==> config.mk <==
export PLATFORM = sky130hd
export DESIGN_NAME = pftc_scan
export DESIGN_NICKNAME = d
export VERILOG_FILES = /design/src/rtl/core/pftc_pkg.sv /design/src/rtl/core/pftc_scan.sv
export SDC_FILE = /design/constraint.sdc
export NUM_CORES = 1
export LEC_CHECK = 0
export BUFFER_PORTS_ARGS = -buffer_cell sky130_fd_sc_hd__buf_4
export CELL_PAD_IN_SITES_DETAIL_PLACEMENT = 1
export CELL_PAD_IN_SITES_GLOBAL_PLACEMENT = 1
export CORE_ASPECT_RATIO = 0.8
export CORE_MARGIN = 2
export CORE_UTILIZATION = 39
export DETAILED_ROUTE_END_ITERATION = 8
export GPL_TIMING_DRIVEN = 0
export PLACE_DENSITY_LB_ADDON = 0.1
export SLEW_MARGIN = 20
export SYNTH_ARGS = -nofsm -noshare
export SYNTH_HDL_FRONTEND = slang
export SYNTH_SLANG_ARGS = --single-unit
==> constraint.sdc <==
create_clock -name clk -period 9.7 [get_ports clk]
set_input_delay 0.485 -clock clk [delete_from_list [all_inputs] [get_ports clk]]
set_output_delay 0.485 -clock clk [all_outputs]
set_load 0.01 [all_outputs]
==> src/rtl/core/pftc_pkg.sv <==
`timescale 1ns / 1ps

package pftc_pkg;

  localparam int SLOTS_DEF    = 64;
  localparam int KEY_BITS_DEF = 48;

  localparam int ACTION_W = 2;
  localparam int KEY_W    = 48;
  localparam int CC_W     = 8;
  localparam int STATUS_W = 2;
  localparam int SLOT_W   = 6;
  localparam int CAP_W    = 7;
  localparam int STAMP_W  = 32;
  localparam int USERS_W  = 8;

  localparam logic [CAP_W-1:0]   CAP_RESET = 7'd32;
  localparam logic [USERS_W-1:0] USERS_MAX = 8'hFF;

  localparam logic [ACTION_W-1:0] ACT_LOOKUP  = 2'd0;
  localparam logic [ACTION_W-1:0] ACT_INSERT  = 2'd1;
  localparam logic [ACTION_W-1:0] ACT_RELEASE = 2'd2;

  localparam logic [STATUS_W-1:0] ST_OK   = 2'd0;
  localparam logic [STATUS_W-1:0] ST_MISS = 2'd1;
  localparam logic [STATUS_W-1:0] ST_FULL = 2'd2;

  typedef enum logic [1:0] {
    SCAN_FREE         = 2'd0,
    SCAN_PIN_MATCH    = 2'd1,
    SCAN_UNPIN_MATCH  = 2'd2,
    SCAN_OLDEST_UNPIN = 2'd3
  } scan_mode_t;

  typedef struct packed {
    logic [ACTION_W-1:0] action;
    logic [KEY_W-1:0]    key;
    logic [CC_W-1:0]     client_count;
  } req_t;

  typedef struct packed {
    logic [STATUS_W-1:0] status;
    logic [SLOT_W-1:0]   slot;
    logic                evicted;
    logic [KEY_W-1:0]    evicted_key;
  } rsp_t;

  typedef struct packed {
    logic       start;
    scan_mode_t mode;
  } scan_cmd_t;

  typedef struct packed {
    logic done;
    logic found;
  } scan_stat_t;

endpackage

==> src/rtl/core/pftc_scan.sv <==
`timescale 1ns / 1ps

module pftc_scan #(
  parameter int SLOTS    = pftc_pkg::SLOTS_DEF,
  parameter int KEY_BITS = pftc_pkg::KEY_BITS_DEF
) (
  input  logic                                                   clk,
  input  logic                                                   rst,
  input  pftc_pkg::scan_cmd_t                                    cmd,
  input  logic [KEY_BITS-1:0]                                    key,
  input  logic [pftc_pkg::STAMP_W-1:0]                           stamp_now,
  output logic                                                   rd_en,
  output logic [$clog2(SLOTS)-1:0]                               rd_addr,
  input  logic [2+KEY_BITS+pftc_pkg::USERS_W+pftc_pkg::STAMP_W-1:0] rd_data,
  output pftc_pkg::scan_stat_t                                   stat,
  output logic [$clog2(SLOTS)-1:0]                               best_idx,
  output logic [2+KEY_BITS+pftc_pkg::USERS_W+pftc_pkg::STAMP_W-1:0] best_row
);

  localparam int IDX_W   = $clog2(SLOTS);
  localparam int KEY_LSB = pftc_pkg::STAMP_W + pftc_pkg::USERS_W;
  localparam int PIN_BIT = KEY_LSB + KEY_BITS;
  localparam int VLD_BIT = PIN_BIT + 1;
  localparam logic [IDX_W-1:0] LAST = IDX_W'(SLOTS - 1);

  logic                         issuing;
  logic [IDX_W-1:0]             addr;
  logic                         eval;
  logic                         eval_last;
  logic [IDX_W-1:0]             eval_idx;
  logic                         done;
  logic                         found;
  pftc_pkg::scan_mode_t         mode;
  logic [pftc_pkg::STAMP_W-1:0] best_age;
  logic [pftc_pkg::STAMP_W-1:0] age;
  logic                         key_eq;
  logic                         row_vld;
  logic                         row_pin;
  logic                         better;

  assign rd_en   = issuing;
  assign rd_addr = addr;

  assign row_vld = rd_data[VLD_BIT];
  assign row_pin = rd_data[PIN_BIT];
  assign key_eq  = (rd_data[KEY_LSB +: KEY_BITS] == key);
  assign age     = stamp_now - rd_data[pftc_pkg::STAMP_W-1:0];

  always_comb begin
    unique case (mode)
      pftc_pkg::SCAN_FREE: begin
        better = !row_vld && !found;
      end
      pftc_pkg::SCAN_PIN_MATCH: begin
        better = row_vld && row_pin && key_eq && (!found || age > best_age);
      end
      pftc_pkg::SCAN_UNPIN_MATCH: begin
        better = row_vld && !row_pin && key_eq && (!found || age > best_age);
      end
      pftc_pkg::SCAN_OLDEST_UNPIN: begin
        better = row_vld && !row_pin && (!found || age > best_age);
      end
      default: begin
        better = 1'b0;
      end
    endcase
  end

  always_ff @(posedge clk) begin
    if (rst) begin
      issuing   <= 1'b0;
      eval      <= 1'b0;
      eval_last <= 1'b0;
      done      <= 1'b0;
      found     <= 1'b0;
      addr      <= '0;
      mode      <= pftc_pkg::SCAN_FREE;
    end else begin
      done      <= eval && eval_last;
      eval      <= issuing;
      eval_last <= issuing && (addr == LAST);
      eval_idx  <= addr;
      if (cmd.start) begin
        issuing <= 1'b1;
        addr    <= '0;
        found   <= 1'b0;
        mode    <= cmd.mode;
      end else if (issuing) begin
        addr <= addr + 1'b1;
        if (addr == LAST) begin
          issuing <= 1'b0;
        end
      end
      if (eval && better) begin
        found    <= 1'b1;
        best_idx <= eval_idx;
        best_row <= rd_data;
        best_age <= age;
      end
    end
  end

  assign stat.done  = done;
  assign stat.found = found;

endmodule

==> qor.yml <==
run_status:
  status: "completed"
cts:
  cts_root_buf: "clkbuf_16"
  cts.sinks: 147
  post_cts_buffers: 0
  cts_tree: "done"
  clock_latency_ps: 430
  cts-htree-levels: 4
  post_cts_resized: 0
  clk_path_buf_depth: 2
  cts_buffers: 17
  cts.clk_slew.worst_paths_ps: 70
  cts_hold_buf: 0
sta:
  min_period_ps: 4920
  rsz0062_at_grt: "no"
  timing.final.crit_share_pct: 50.8
  hold_viol_final: 0
  fin_tns_setup_ps: 0
  setup-violations-final: 0
  clock_skew_ps: 12.2
  relSlewSlack_pct: 56.0
  tightest_slew_ps: 649
  drv_slew: 0
  clock.fmax_mhz: 203
route:
  routed_wl_um: 22400
  vias_per_cell: 4.94
  routedWlPerCell_um: 18.7
  drt_iter0_markers: 282
  antenna_left: 0
  num_vias: 5918
  first_pass_iters: 6
  drcViolationCount: 0
die:
  dieArea_um2: 20800
  die_height_um: 129
  num_rows: 45
  core_um2: 19100
  start_util_pct: 40.1
  io_pins: 280
  die_width_um: 161
pwr:
  p_leak_nw: 4.78
  ir_drop_uv: 96.2
  power-per-cell-area_nw_per_um2: 159
  p_total_mw: 1.73
synth:
  synth_cell_types: 56
  synthTopCellsByArea: "edfxtp_1, ha_1, xnor2_1"
  synth-main-ff-cell: "edfxtp_1"
  syn_inst: 623
  ys_ff_latch: 147
  ys_warn_count: 0
  synth.top_cell.area_share_pct: 52.6
  syn-num-nets: 863
  synth_largest_area_cell: "edfxtp_1"
  synth-seq-area-share_pct: 56.0
  mappedNetlistArea_um2: 7660
  synth_edf_count: 134
  synthArstFlopShare_pct: 0
  avgSynthCellArea_um2: 12.3
setup_path:
  worst-endpoint-required_ps: 9880
  crit_fanout: 21
  crit_path_end_kind: "flip-flop"
  path_class: "input port to flip-flop"
  cp-start-kind: "input port"
  arrival_ps: 5110
global_route:
  grt_pass1_wl_um: 35000
  grt_max_degree: 24
  grt.overflow.total: 0
  grt_antenna_before_repair: 0
  grt_pass1_vias: 6576
  track_usage_pct: 21.8
layout:
  multi_input_area_um2: 3080
  num_antenna_cells: 0
  drive_gt1_share_pct: 36.2
  regArea_um2: 4280
  area_delta_synth_final_pct: 41.9
  num-fill-cells: 2020
  layoutNonFillerInstCount: 1198
  nets: 1167
placement:
  dpl.hpwl_um: 18000
  gp_congestion: 0.910
  dp.cells: 1166
  numPortBuffers: 279
flow_run:
  maxCapViolations: 0
worst_hold_path:
  hp-class: "input port to flip-flop"
[area by class of cell]
| cell class | count | area share [%] |
|---|---|---|
| sequential | 147 | 39.4 |
| multi-input combinational | 394 | 28.3 |
| timing repair buffer | 285 | 20.7 |
| clock buffer | 18 | 4.04 |
| tap | 258 | 2.97 |
| inverter | 74 | 2.56 |
| clock inverter | 14 | 1.63 |
| buffer | 8 | 0.345 |
[sequential cells by signal, indices dropped and copies added (netlist names)]
| name | count |
|---|---|
| best_age | 32 |
| rd_en | 1 |
| done | 1 |
| rd_addr | 6 |
| eval | 1 |
| found | 1 |
| eval_idx | 6 |
| mode | 2 |
| best_idx | 6 |
| best_row | 90 |
| eval_last | 1 |
[report_power, final]
group | switching [mW] | internal [mW] | leakage [nW] | total (mW)
logic | 0.162 | 0.150 | 3.15 | 0.312
registers | 0.00365 | 0.708 | 1.32 | 0.712
clock network | 0.303 | 0.401 | 0.307 | 0.703
total | 0.468 | 1.26 | 4.78 | 1.73
[layer usage]
metal	global-route usage [%]	part of all wire, %
met1	25.6	42
met2	39.4	50
met3	5.60	5.4
met4	7.15	2.3
met5	0	0
[stage by stage]
stage               utilization [%]  instance area (µm²)  hold slack (ps)  setup slack, ps
floorplan                         -                 7660              400             2180
global placement               52.8                10100              401             -893
detailed placement             53.7                10200              407             4360
CTS                            56.9                10900              213             4800
global route                   56.9                10900              206             4500
finish                         56.9                10900              233             4780
[path summary, 6_finish.rpt]
kind | from | to | slack (ps) | cells past startpoint
worst min register to register | eval_idx[3]$_DFFE_PN_ | best_idx[3]$_DFFE_PP_ | 420 | 0
worst max register to register | best_age[3]$_DFFE_PP_ | best_row[73]$_DFFE_PP_ | 6570 | 12
worst max-delay path | rd_data[1] | best_row[73]$_DFFE_PP_ | 4780 | 21
worst min-delay path | rd_data[32] | best_row[32]$_DFFE_PP_ | 230 | 1
[logic make-up after synthesis]
logic type	Yosys count	share of synthesized area [%]
flops	147	56.0
buf+inv	82	4.12
mux	3	0.392
fa+ha+maj	65	10.7
simple gates	136	9.59
xor+xnor	79	9.04
compound gates	111	10.2
[layout by cell type (no fill, tap or decap), types with 8 or more instances in the layout]
cell         n
buf_4      281
edfxtp_1   134
inv_1       74
ha_1        64
xnor2_1     40
xor2_1      39
a21oi_1     34
nor2_1      33
nand2_1     25
a21o_1      20
nand4_1     17
clkbuf_16   17
dfxtp_1     13
nand3_1     12
nor4_1      12
o21ai_0     11
and3_1       8
[critical path, stage by stage]
cell	delay, ps
buf_4	100
inv_1	40
ha_1	260
nor2b_1	140
o31a_1	280
o311ai_1	570
nand3_1	270
a21o_1	230
a21oi_1	170
xnor2_1	190
ha_1	310
a21o_1	180
a21o_1	170
a21oi_1	200
o32ai_1	120
o221ai_1	200
o2111ai_1	240
o2bb2ai_4	330
buf_16	250
buf_16	170
buf_16	170
[Yosys cell counts, types with 3 or more instances]
master / number
a211oi_1: 3
a21o_1: 20
a21oi_1: 34
a21oi_2: 5
and3_1: 8
clkbuf_1: 6
dfxtp_1: 13
edfxtp_1: 134
ha_1: 64
inv_1: 74
mux2i_1: 3
nand2_1: 25
nand2b_1: 3
nand3_1: 12
nand4_1: 17
nor2_1: 33
nor2b_1: 6
nor3_1: 6
nor4_1: 12
o21a_1: 4
o21ai_0: 11
o21ai_1: 4
o21ai_2: 4
o21bai_1: 5
xnor2_1: 40
xor2_1: 39
(Power assumes the default switching activity.)
